## src/fan_rpm_lag_slew_filter_core_macros.svh

```systemverilog
// Assertion macros shared by the filter RTL.
`ifndef FAN_RPM_LAG_SLEW_FILTER_CORE_MACROS_SVH
`define FAN_RPM_LAG_SLEW_FILTER_CORE_MACROS_SVH

// The consequent must hold in the same cycle as the antecedent.
`define FRLSF_ASSERT_NOW(label, clk, rst, ante, cons, msg) \
   label: assert property (@(posedge clk) disable iff (rst) (ante) |-> (cons)) \
      else $error(msg);

// The consequent must hold in the cycle after the antecedent.
`define FRLSF_ASSERT_NEXT(label, clk, rst, ante, cons, msg) \
   label: assert property (@(posedge clk) disable iff (rst) (ante) |=> (cons)) \
      else $error(msg);

`endif

```

## src/frlsf_pkg.sv

```systemverilog
`timescale 1ns / 1ps
package frlsf_pkg;

   // One reading for one fan.
   typedef struct packed {
      logic [1:0]  fan_index;
      logic [31:0] now_ms;
      logic [15:0] raw_count;
      logic        read_ok;
   } req_type;

   // One filtered result.
   typedef struct packed {
      logic [15:0] rpm;
      logic [1:0]  status;
   } rsp_type;

   localparam logic [1:0] STATUS_UPDATED = 2'd0;
   localparam logic [1:0] STATUS_HELD    = 2'd1;
   localparam logic [1:0] STATUS_ERROR   = 2'd2;

   localparam logic [2:0] REG_MAX_RPM      = 3'd0;
   localparam logic [2:0] REG_TAU_MS       = 3'd1;
   localparam logic [2:0] REG_SLEW         = 3'd2;
   localparam logic [2:0] REG_STOP_THR     = 3'd3;
   localparam logic [2:0] REG_STEP_COUNT   = 3'd4;
   localparam logic [2:0] REG_MULTIPLIER   = 3'd5;
   localparam logic [2:0] REG_MIN_INTERVAL = 3'd6;
   localparam logic [2:0] REG_RESET_GAP    = 3'd7;

   localparam logic [15:0] RST_MAX_RPM      = 16'd5000;
   localparam logic [15:0] RST_TAU_MS       = 16'd1000;
   localparam logic [15:0] RST_SLEW         = 16'd1250;
   localparam logic [15:0] RST_STOP_THR     = 16'd50;
   localparam logic [15:0] RST_STEP_COUNT   = 16'd0;
   localparam logic [7:0]  RST_MULTIPLIER   = 8'd1;
   localparam logic [15:0] RST_MIN_INTERVAL = 16'd100;
   localparam logic [15:0] RST_RESET_GAP    = 16'd5000;

   localparam logic [15:0] STOP_FLOOR  = 16'd10;
   localparam logic [16:0] MS_PER_SEC  = 17'd1000;

   localparam int DIV_DW = 32;
   localparam int DIV_SW = 17;
   localparam int DIV_CW = $clog2(DIV_DW);

   // Command into the shared divider.
   typedef struct packed {
      logic              start;
      logic [DIV_DW-1:0] dividend;
      logic [DIV_SW-1:0] divisor;
   } div_req_type;

   // Result from the shared divider; quotient is valid while done is high.
   typedef struct packed {
      logic              done;
      logic [DIV_DW-1:0] quotient;
   } div_rsp_type;

endpackage

```

## src/frlsf_div.sv

```systemverilog
`timescale 1ns / 1ps
// Restoring divider, one quotient bit per cycle.
module frlsf_div
   import frlsf_pkg::*;
(
   input  logic        clock,
   input  logic        reset,
   input  div_req_type div_req,
   output div_rsp_type div_rsp
);

   logic              busy_ff, busy_in;
   logic              done_ff, done_in;
   logic [DIV_CW-1:0] cnt_ff, cnt_in;
   logic [DIV_DW-1:0] quo_ff, quo_in;
   logic [DIV_SW-1:0] rem_ff, rem_in;
   logic [DIV_SW-1:0] dvs_ff, dvs_in;
   logic [DIV_SW:0]   trial;
   logic [DIV_SW:0]   diff;
   logic              ge;

   always_comb begin
      trial   = {rem_ff, quo_ff[DIV_DW-1]};
      diff    = trial - {1'b0, dvs_ff};
      ge      = trial >= {1'b0, dvs_ff};
      busy_in = busy_ff;
      cnt_in  = cnt_ff;
      quo_in  = quo_ff;
      rem_in  = rem_ff;
      dvs_in  = dvs_ff;
      done_in = busy_ff && (cnt_ff == '0);
      if (div_req.start) begin
         busy_in = 1'b1;
         cnt_in  = DIV_CW'(DIV_DW - 1);
         quo_in  = div_req.dividend;
         rem_in  = '0;
         dvs_in  = div_req.divisor;
      end else if (busy_ff) begin
         quo_in = {quo_ff[DIV_DW-2:0], ge};
         rem_in = ge ? diff[DIV_SW-1:0] : trial[DIV_SW-1:0];
         cnt_in = cnt_ff - 1'b1;
         if (cnt_ff == '0) begin
            busy_in = 1'b0;
         end
      end
   end

   always_ff @(posedge clock) begin
      if (reset) begin
         busy_ff <= 1'b0;
         done_ff <= 1'b0;
         cnt_ff  <= '0;
      end else begin
         busy_ff <= busy_in;
         done_ff <= done_in;
         cnt_ff  <= cnt_in;
      end
      quo_ff <= quo_in;
      rem_ff <= rem_in;
      dvs_ff <= dvs_in;
   end

   assign div_rsp.done     = done_ff;
   assign div_rsp.quotient = quo_ff;

endmodule

```

## src/fan_rpm_lag_slew_filter_core.sv

```systemverilog
`timescale 1ns / 1ps
// Channel   Direction  Handshake          Payload
// req       in         req_valid/stall    req_type: fan_index, now_ms, raw_count, read_ok
// rsp       out        rsp_valid/stall    rsp_type: rpm, status
// csr       in/out     APB psel/penable   eight registers at byte address 4*i, 16-bit except the 8-bit multiplier
//
// A request for an unknown fan, a held reading or a read error goes from the check state straight to done.
// A full filter update makes up to three passes through the shared divider (count scaling,
// lag coefficient, slew limit), with the sequencer's multiply and decide steps between them.
// Synchronous reset clears the registers to their defaults and every fan's state to zero.
// A request is taken only while the sequencer is idle; a waiting result does not block
// new requests, but a finished request waits for the output register to drain.
`include "fan_rpm_lag_slew_filter_core_macros.svh"
module fan_rpm_lag_slew_filter_core
   import frlsf_pkg::*;
#(
   parameter int FAN_COUNT       = 3,
   parameter int ALPHA_FRAC_BITS = 12
) (
   input  logic        clock,
   input  logic        reset,
   input  logic        req_valid,
   output logic        req_stall,
   input  req_type     req_data,
   output logic        rsp_valid,
   input  logic        rsp_stall,
   output rsp_type     rsp_data,
   input  logic        psel,
   input  logic        penable,
   input  logic        pwrite,
   input  logic [4:0]  paddr,
   input  logic [31:0] pwdata,
   output logic [31:0] prdata,
   output logic        pready
);

   localparam int FAN_IDX_W = (FAN_COUNT > 1) ? $clog2(FAN_COUNT) : 1;
   localparam int PROD_W    = 34;

   // Sequencer states.
   localparam logic [3:0] ST_IDLE      = 4'd0;
   localparam logic [3:0] ST_CHECK     = 4'd1;
   localparam logic [3:0] ST_MUL_RPM   = 4'd2;
   localparam logic [3:0] ST_DIV_RPM   = 4'd3;
   localparam logic [3:0] ST_DECIDE    = 4'd4;
   localparam logic [3:0] ST_DIV_ALPHA = 4'd5;
   localparam logic [3:0] ST_MUL_STEP  = 4'd6;
   localparam logic [3:0] ST_MUL_SLEW  = 4'd7;
   localparam logic [3:0] ST_LIM_START = 4'd8;
   localparam logic [3:0] ST_DIV_LIM   = 4'd9;
   localparam logic [3:0] ST_DONE      = 4'd10;

   // Configuration registers.
   logic [15:0] max_rpm_ff, tau_ff, slew_ff, stop_ff, steps_ff;
   logic [7:0]  mult_ff;
   logic [15:0] min_int_ff, gap_ff;
   logic        csr_wr;

   // Per-fan state.
   logic [15:0] speed_mem_ff [FAN_COUNT];
   logic [31:0] time_mem_ff  [FAN_COUNT];
   logic [FAN_COUNT-1:0] seen_mem_ff;

   // Sequencer and working registers.
   logic [3:0]  state_ff, state_in;
   logic [1:0]  fan_ff, fan_in;
   logic        fan_ok_ff, fan_ok_in;
   logic [31:0] now_ff, now_in;
   logic [15:0] raw_ff, raw_in;
   logic        ok_ff, ok_in;
   logic [15:0] cur_speed_ff, cur_speed_in;
   logic [31:0] cur_time_ff, cur_time_in;
   logic        cur_seen_ff, cur_seen_in;
   logic [31:0] dt_ff, dt_in;
   logic [15:0] reading_ff, reading_in;
   logic        neg_ff, neg_in;
   logic [15:0] dmag_ff, dmag_in;
   logic [16:0] alpha_ff, alpha_in;
   logic [15:0] step_ff, step_in;
   logic [15:0] new_ff, new_in;
   logic [1:0]  res_status_ff, res_status_in;
   logic        upd_ff, upd_in;
   logic [PROD_W-1:0] prod_ff, prod_in;
   logic        rsp_valid_ff, rsp_valid_in;
   rsp_type     rsp_data_ff, rsp_data_in;

   // Combinational helpers.
   logic [FAN_IDX_W-1:0] rd_idx, wr_idx;
   logic        req_take, req_in_range, state_wr, out_free;
   logic [16:0] mul_a, mul_b;
   logic [15:0] thr, dt16, clamp_rpm, lim16;
   logic [16:0] den;
   logic [PROD_W:0]   rounded;
   logic [PROD_W:0]   shifted;
   logic [DIV_DW-1:0] lim;
   div_req_type div_req;
   div_rsp_type div_rsp;

   frlsf_div u_div (
      .clock   (clock),
      .reset   (reset),
      .div_req (div_req),
      .div_rsp (div_rsp)
   );

   // Register file. pready is tied high, so a write lands in the access cycle.
   assign pready = 1'b1;
   assign csr_wr = psel && penable && pwrite;

   always_comb begin
      unique case (paddr[4:2])
         REG_MAX_RPM:      prdata = 32'(max_rpm_ff);
         REG_TAU_MS:       prdata = 32'(tau_ff);
         REG_SLEW:         prdata = 32'(slew_ff);
         REG_STOP_THR:     prdata = 32'(stop_ff);
         REG_STEP_COUNT:   prdata = 32'(steps_ff);
         REG_MULTIPLIER:   prdata = 32'(mult_ff);
         REG_MIN_INTERVAL: prdata = 32'(min_int_ff);
         REG_RESET_GAP:    prdata = 32'(gap_ff);
         default:          prdata = '0;
      endcase
   end

   always_ff @(posedge clock) begin
      if (reset) begin
         max_rpm_ff <= RST_MAX_RPM;
         tau_ff     <= RST_TAU_MS;
         slew_ff    <= RST_SLEW;
         stop_ff    <= RST_STOP_THR;
         steps_ff   <= RST_STEP_COUNT;
         mult_ff    <= RST_MULTIPLIER;
         min_int_ff <= RST_MIN_INTERVAL;
         gap_ff     <= RST_RESET_GAP;
      end else if (csr_wr) begin
         unique case (paddr[4:2])
            REG_MAX_RPM:      max_rpm_ff <= pwdata[15:0];
            REG_TAU_MS:       tau_ff     <= pwdata[15:0];
            REG_SLEW:         slew_ff    <= pwdata[15:0];
            REG_STOP_THR:     stop_ff    <= pwdata[15:0];
            REG_STEP_COUNT:   steps_ff   <= pwdata[15:0];
            REG_MULTIPLIER:   mult_ff    <= pwdata[7:0];
            REG_MIN_INTERVAL: min_int_ff <= pwdata[15:0];
            REG_RESET_GAP:    gap_ff     <= pwdata[15:0];
            default:          ;
         endcase
      end
   end

   // Handshake. A new request is taken only while the sequencer idles.
   assign req_stall = (state_ff != ST_IDLE);
   assign req_take  = req_valid && !req_stall;
   assign rsp_valid = rsp_valid_ff;
   assign rsp_data  = rsp_data_ff;
   assign out_free  = !rsp_valid_ff || !rsp_stall;
   assign state_wr  = (state_ff == ST_DONE) && out_free && upd_ff;

   assign rd_idx       = FAN_IDX_W'(req_data.fan_index);
   assign wr_idx       = FAN_IDX_W'(fan_ff);
   assign req_in_range = 32'(req_data.fan_index) < FAN_COUNT;

   // The lag path is only reached when dt does not exceed the 16-bit snap gap.
   assign dt16 = dt_ff[15:0];
   assign thr  = (stop_ff > STOP_FLOOR) ? stop_ff : STOP_FLOOR;
   assign den  = {1'b0, tau_ff} + {1'b0, dt16};

   // The shared multiplier: operands are chosen by state, the product is
   // registered and used in the following state.
   always_comb begin
      unique case (state_ff)
         ST_CHECK: begin
            mul_a = {1'b0, raw_ff};
            mul_b = (steps_ff != '0) ? {1'b0, max_rpm_ff} : 17'(mult_ff);
         end
         ST_MUL_STEP: begin
            mul_a = {1'b0, dmag_ff};
            mul_b = alpha_ff;
         end
         ST_MUL_SLEW: begin
            mul_a = {1'b0, slew_ff};
            mul_b = {1'b0, dt16};
         end
         default: begin
            mul_a = '0;
            mul_b = '0;
         end
      endcase
   end
   assign prod_in = mul_a * mul_b;

   // Clamp of a scaled reading to the maximum speed.
   always_comb begin
      if (steps_ff != '0) begin
         clamp_rpm = (div_rsp.quotient > 32'(max_rpm_ff)) ? max_rpm_ff
                                                          : div_rsp.quotient[15:0];
      end else begin
         clamp_rpm = (prod_ff > PROD_W'(max_rpm_ff)) ? max_rpm_ff : prod_ff[15:0];
      end
   end

   // Lag step magnitude. A decreasing step rounds its magnitude up, which is
   // the same as flooring the signed step.
   always_comb begin
      rounded = {1'b0, prod_ff} + (neg_ff ? ((PROD_W+1)'(1) << ALPHA_FRAC_BITS)
                                            - (PROD_W+1)'(1)
                                          : '0);
      shifted = rounded >> ALPHA_FRAC_BITS;
   end

   // Slew limit, never below one.
   assign lim   = (div_rsp.quotient == '0) ? DIV_DW'(1) : div_rsp.quotient;
   assign lim16 = lim[15:0];

   always_comb begin
      state_in      = state_ff;
      fan_in        = fan_ff;
      fan_ok_in     = fan_ok_ff;
      now_in        = now_ff;
      raw_in        = raw_ff;
      ok_in         = ok_ff;
      cur_speed_in  = cur_speed_ff;
      cur_time_in   = cur_time_ff;
      cur_seen_in   = cur_seen_ff;
      dt_in         = dt_ff;
      reading_in    = reading_ff;
      neg_in        = neg_ff;
      dmag_in       = dmag_ff;
      alpha_in      = alpha_ff;
      step_in       = step_ff;
      new_in        = new_ff;
      res_status_in = res_status_ff;
      upd_in        = upd_ff;
      rsp_valid_in  = rsp_valid_ff && rsp_stall;
      rsp_data_in   = rsp_data_ff;
      div_req       = '0;

      unique case (state_ff)
         ST_IDLE: begin
            if (req_take) begin
               fan_in    = req_data.fan_index;
               fan_ok_in = req_in_range;
               now_in    = req_data.now_ms;
               raw_in    = req_data.raw_count;
               ok_in     = req_data.read_ok;
               if (req_in_range) begin
                  cur_speed_in = speed_mem_ff[rd_idx];
                  cur_time_in  = time_mem_ff[rd_idx];
                  cur_seen_in  = seen_mem_ff[rd_idx];
               end else begin
                  cur_speed_in = '0;
                  cur_time_in  = '0;
                  cur_seen_in  = 1'b0;
               end
               state_in = ST_CHECK;
            end
         end
         ST_CHECK: begin
            // Early exits come first, in the order the rules are checked.
            dt_in  = now_ff - cur_time_ff;
            upd_in = 1'b0;
            if (!fan_ok_ff) begin
               new_in        = '0;
               res_status_in = STATUS_ERROR;
               state_in      = ST_DONE;
            end else if (cur_seen_ff && (dt_in < 32'(min_int_ff))) begin
               new_in        = cur_speed_ff;
               res_status_in = STATUS_HELD;
               state_in      = ST_DONE;
            end else if (!ok_ff) begin
               new_in        = cur_speed_ff;
               res_status_in = STATUS_ERROR;
               state_in      = ST_DONE;
            end else begin
               res_status_in = STATUS_UPDATED;
               state_in      = ST_MUL_RPM;
            end
         end
         ST_MUL_RPM: begin
            if (steps_ff != '0) begin
               div_req.start    = 1'b1;
               div_req.dividend = prod_ff[DIV_DW-1:0];
               div_req.divisor  = {1'b0, steps_ff};
               state_in         = ST_DIV_RPM;
            end else begin
               reading_in = clamp_rpm;
               state_in   = ST_DECIDE;
            end
         end
         ST_DIV_RPM: begin
            if (div_rsp.done) begin
               reading_in = clamp_rpm;
               state_in   = ST_DECIDE;
            end
         end
         ST_DECIDE: begin
            upd_in = 1'b1;
            neg_in = reading_ff < cur_speed_ff;
            dmag_in = neg_in ? (cur_speed_ff - reading_ff) : (reading_ff - cur_speed_ff);
            if (reading_ff < thr) begin
               new_in   = '0;
               state_in = ST_DONE;
            end else if (!cur_seen_ff || (dt_ff > 32'(gap_ff))) begin
               new_in   = reading_ff;
               state_in = ST_DONE;
            end else if (reading_ff == cur_speed_ff) begin
               new_in   = cur_speed_ff;
               state_in = ST_DONE;
            end else if (den == '0) begin
               // Time constant and elapsed time both zero: no lag coefficient.
               alpha_in = '0;
               state_in = ST_MUL_STEP;
            end else begin
               div_req.start    = 1'b1;
               div_req.dividend = DIV_DW'(dt16) << ALPHA_FRAC_BITS;
               div_req.divisor  = den;
               state_in         = ST_DIV_ALPHA;
            end
         end
         ST_DIV_ALPHA: begin
            if (div_rsp.done) begin
               alpha_in = div_rsp.quotient[16:0];
               state_in = ST_MUL_STEP;
            end
         end
         ST_MUL_STEP: begin
            state_in = ST_MUL_SLEW;
         end
         ST_MUL_SLEW: begin
            // The step is at least one speed unit and never larger than the gap.
            step_in  = (shifted[16:0] == '0) ? 16'd1 : shifted[15:0];
            state_in = ST_LIM_START;
         end
         ST_LIM_START: begin
            div_req.start    = 1'b1;
            div_req.dividend = prod_ff[DIV_DW-1:0];
            div_req.divisor  = MS_PER_SEC;
            state_in         = ST_DIV_LIM;
         end
         ST_DIV_LIM: begin
            if (div_rsp.done) begin
               if (32'(step_ff) > lim) begin
                  new_in = neg_ff ? (cur_speed_ff - lim16) : (cur_speed_ff + lim16);
               end else begin
                  new_in = neg_ff ? (cur_speed_ff - step_ff) : (cur_speed_ff + step_ff);
               end
               state_in = ST_DONE;
            end
         end
         ST_DONE: begin
            if (out_free) begin
               rsp_valid_in       = 1'b1;
               rsp_data_in.rpm    = new_ff;
               rsp_data_in.status = res_status_ff;
               state_in           = ST_IDLE;
            end
         end
         default: begin
            state_in = ST_IDLE;
         end
      endcase
   end

   always_ff @(posedge clock) begin
      if (reset) begin
         state_ff     <= ST_IDLE;
         rsp_valid_ff <= 1'b0;
         upd_ff       <= 1'b0;
         seen_mem_ff  <= '0;
         for (int i = 0; i < FAN_COUNT; i++) begin
            speed_mem_ff[i] <= '0;
            time_mem_ff[i]  <= '0;
         end
      end else begin
         state_ff     <= state_in;
         rsp_valid_ff <= rsp_valid_in;
         upd_ff       <= upd_in;
         if (state_wr) begin
            speed_mem_ff[wr_idx] <= new_ff;
            time_mem_ff[wr_idx]  <= now_ff;
            seen_mem_ff[wr_idx]  <= 1'b1;
         end
      end
      fan_ff        <= fan_in;
      fan_ok_ff     <= fan_ok_in;
      now_ff        <= now_in;
      raw_ff        <= raw_in;
      ok_ff         <= ok_in;
      cur_speed_ff  <= cur_speed_in;
      cur_time_ff   <= cur_time_in;
      cur_seen_ff   <= cur_seen_in;
      dt_ff         <= dt_in;
      reading_ff    <= reading_in;
      neg_ff        <= neg_in;
      dmag_ff       <= dmag_in;
      alpha_ff      <= alpha_in;
      step_ff       <= step_in;
      new_ff        <= new_in;
      res_status_ff <= res_status_in;
      prod_ff       <= prod_in;
      rsp_data_ff   <= rsp_data_in;
   end

   // A taken request always moves the sequencer out of idle.
   `FRLSF_ASSERT_NEXT(a_take_leaves_idle, clock, reset, req_take, state_ff != ST_IDLE, "request taken but sequencer stayed idle")
   // The divider only finishes while the sequencer waits for it.
   `FRLSF_ASSERT_NOW(a_div_done_waited, clock, reset, div_rsp.done, state_ff == ST_DIV_RPM || state_ff == ST_DIV_ALPHA || state_ff == ST_DIV_LIM, "divider finished outside a wait state")
   // Fan state changes only with an update result for an existing fan.
   `FRLSF_ASSERT_NOW(a_write_is_update, clock, reset, state_wr, res_status_ff == STATUS_UPDATED && fan_ok_ff, "fan state written without an update")
   // A result never carries an undefined status code.
   `FRLSF_ASSERT_NOW(a_rsp_status_known, clock, reset, rsp_valid, rsp_data.status == STATUS_UPDATED || rsp_data.status == STATUS_HELD || rsp_data.status == STATUS_ERROR, "result status code undefined")

endmodule

```

## config.mk

```make
export PLATFORM = sky130hd
export DESIGN_NAME = fan_rpm_lag_slew_filter_core
export DESIGN_NICKNAME = d
export VERILOG_FILES = /design/src/frlsf_pkg.sv /design/src/frlsf_div.sv /design/src/fan_rpm_lag_slew_filter_core.sv
export VERILOG_INCLUDE_DIRS = /design/src /design/src/src
export SDC_FILE = /design/constraint.sdc
export NUM_CORES = 2
export LEC_CHECK = 0
export BUFFER_PORTS_ARGS = -buffer_cell sky130_fd_sc_hd__buf_2
export CAP_MARGIN = 20
export CORE_MARGIN = 5
export CORE_UTILIZATION = 50
export CTS_BUF_LIST = sky130_fd_sc_hd__clkbuf_2 sky130_fd_sc_hd__clkbuf_4 sky130_fd_sc_hd__clkbuf_8
export CTS_CLUSTER_DIAMETER = 30
export DETAILED_ROUTE_END_ITERATION = 10
export GPL_ROUTABILITY_DRIVEN = 0
export PLACE_DENSITY = 0.67
export RECOVER_POWER = 25
export SLEW_MARGIN = 30
export SYNTH_ARGS = -nofsm -noshare
export SYNTH_HDL_FRONTEND = slang
export SYNTH_SLANG_ARGS = --single-unit
```

## constraint.sdc

```tcl
create_clock -name clock -period 11.98 [get_ports clock]
set_input_delay 1.198 -clock clock [delete_from_list [all_inputs] [get_ports clock]]
set_output_delay 1.198 -clock clock [all_outputs]
set_load 0.01 [all_outputs]
```

==> results.py <==
metrics = {
    "place": {
        "pre_cts_slack_ns": 2.33,
        "io_buffers": 112,
        "placedCellCount": 5652,
        "dp.final_hpwl_um": 96900,
    },
    "critical_path": {
        "endpoint_kind": "flop",
        "crit_required_ns": 12.70,
        "cp_common_cell": "fa_1",
        "crit_slowest_cell": "nor2_4",
        "cp_data_arrival_time_ns": 10.52,
        "cp-start-kind": "flop",
        "critical_path.max_fanout": 30,
        "crit_path_max_incr_delay_ns": 0.75,
        "path_class": "flop to flop",
        "ff2ff_path_depth": 29,
        "cp.depth": 29,
        "path_delay_family": "adder cells",
        "r2r_start": "state_ff[0]",
        "reg2reg_slack_ns": 2.18,
        "rr_endpoint": "prod_ff[31]",
        "worst-path-buf-inv": 6,
    },
    "routing": {
        "drc": 0,
        "drt_iter0_markers": 3764,
        "dr.pass1.iters": 6,
        "viasPerCell": 5.85,
        "wire_per_inst_um": 22.3,
        "drt_wl_total_um": 132000,
        "ant_nets": 0,
        "via_count": 34500,
    },
    "pwr": {
        "p_leak_nw": 20.3,
        "power-per-cell-area_nw_per_um2": 178,
        "ir_drop_uv": 129,
    },
    "die": {
        "coreArea_um2": 85500,
        "fp.dieArea_um2": 92500,
        "num_rows": 107,
        "die_w_um": 304,
        "initial_core_util_pct": 50.5,
        "die_height_um": 304,
        "boundaryPins": 148,
    },
    "timing": {
        "setup_viol": 0,
        "slew_violations": 227,
        "hold_violations": 0,
        "max_slew_margin_pct": -88.8,
        "timing.setup.tns_ns": 0,
        "setup_slack_ns": 2.18,
        "post-route-period-util_pct": 81.8,
        "fin_crit_ns": 9.80,
        "worst_pin_slew_ns": 2.83,
        "rsz0062_at_grt": "no",
        "fin_worst_skew_ns": 0.0522,
        "fmax_mhz": 102,
    },
    "clock_tree": {
        "clk_pin_slew_worst_paths_ns": 0.05,
        "cts_buffer_depth": 3,
        "postCtsResizedCells": 0,
        "cts.sinks": 615,
        "cts_tree": "yes",
        "clock-root-buffer": "clkbuf_8",
        "clk_latency_ns": 0.82,
        "cts_setup_buffers": 0,
        "hold_buffers": 0,
        "htree_levels": 4,
        "cts_inserted_buffers": 136,
    },
    "global_routing": {
        "grt_overflow": 0,
        "antenna_found_initial": 6,
        "grt_pass1_vias": 33400,
        "grt_max_degree": 58,
        "grt_pass1_wl_um": 199000,
        "gr-usage-all-layers_pct": 27.8,
    },
    "run_status": {
        "violations": "max-capacitance violations, max-slew violations",
        "outcome": "finished, violations left",
    },
    "final_layout": {
        "layout-drive-gt1-share_pct": 10.2,
        "stdcell_count": 5906,
        "final_util_pct": 56.1,
        "mostFrequentLayoutCells": "nand2_1 (653), inv_1 (457), edfxtp_1 (428)",
        "nNetsFinal": 5285,
        "area_growth_pct": 10.9,
        "layout_commonest_cell": "nand2_1",
    },
    "synthesis": {
        "yosysUniqueCellTypes": 94,
        "synthArstFlopShare_pct": 0,
        "synth.avg_cell_area_um2": 9.51,
        "ys_seq_area_share_pct": 38.4,
        "synth_edf_count": 428,
        "syn_inst": 4546,
        "synth_area_um2": 43200,
        "synth_seq_cells": 615,
        "ys.flop_type": "edfxtp_1",
        "synth_warnings": 0,
    },
    "flow_run": {
        "maxCapViolCount": 5,
    },
    "min_path": {
        "holdPathEnd": "rsp_data[0]",
        "hold_path.startpoint": "res_status_ff[0]",
        "worstHoldPathCells": 0,
        "hold_path_class": "flop to flop",
    },
}
## kinds of logic after synthesis
logic type,share of synthesized area (%)
compound gates,14.1
other cells,0.0174
mux,2.86
buf+inv,6.16
simple gates,16.3
fa+ha+maj,19.4
xor+xnor,2.73
flops,38.4
## how the worst max path moves through the flow
stage                     start           to  slack [ns]
floorplan           state_ff[0]  prod_ff[31]        3.68
global placement    state_ff[0]  prod_ff[31]        2.41
detailed placement  state_ff[0]  prod_ff[31]        2.33
CTS                 state_ff[0]  prod_ff[31]        2.27
global route        state_ff[0]  prod_ff[31]        1.72
finish              state_ff[0]  prod_ff[31]        2.18
## flip-flops by register name (all words and copies together), names as in the netlist, 17 cells and up
name          count
time_mem_ff      96
speed_mem_ff     48
prod_ff          34
cur_time_ff      32
dt_ff            32
now_ff           32
u_div.quo_ff     32
rsp_data         18
alpha_ff         17
u_div.dvs_ff     17
u_div.rem_ff     17
## synthesized netlist by cell type, types with 17 or more instances
cell type  number  area [um^2]
o21ai_1        26          130
nor2b_1        37          231
edfxtp_1      428        12900
nand2_1       653         2450
nand4_1        42          263
mux2i_1        90          901
nor2_1        326         1220
nor3_1         69          345
o211ai_1       32          240
buf_4          17          128
a31oi_1        27          169
xor2_1         49          429
inv_1         457         1720
nor4_1         21          131
dfxtp_1       187         3740
clkbuf_1      185          694
a221o_1        23          230
fa_1          215         4300
o31ai_1        26          195
a21o_1         92          691
ha_1          328         4100
o21ai_0       168          841
a22oi_1        56          420
a211oi_1       18          135
o21a_1         47          353
and2_1        190         1190
a21oi_1       272         1360
nand3_1        53          265
nand2b_1       41          257
xnor2_1        84          736
## area by class of cell
cell class	count	area, um^2
antenna	4	10.0
clock buffer	170	2180
clock inverter	79	890
fill	7481	37600
inverter	461	1730
multi-input combinational	3258	24100
sequential	615	16600
tap	1144	1430
timing repair buffer	175	993
## metal layers
layer / wire length [um] / part of all wire (%) / vias to the layer above / GRT usage, %
met2: 54900 / 42 / 1771 / 40.8
met1: 54800 / 42 / 16400 / 38.5
met5: 8 / 0.0061 / - / 0
li1: - / - / 15900 / -
met4: 7480 / 5.7 / 2 / 13.6
met3: 14400 / 11 / 382 / 7.26
## per-stage QoR
step / cell area, um^2 / hold WS, ns / power, W
6_report: 48000 / 0.421 / 0.00853
2_1_floorplan: 43300 / 0.400 / 0.00498
3_3_place_gp: 44900 / 0.407 / 0.00585
5_1_grt: 48000 / 0.440 / 0.00899
3_5_place_dp: 44900 / 0.408 / 0.00590
4_1_cts: 48000 / 0.421 / 0.00851
## where the power goes
part	leakage (nW)	internal (W)	switching [W]
registers	5.74	0.00271	0.000306
clock network	1.56	0.00155	0.00105
logic	13.0	0.00106	0.00185
total	20.3	0.00532	0.00321
(Power assumes the default switching activity.)
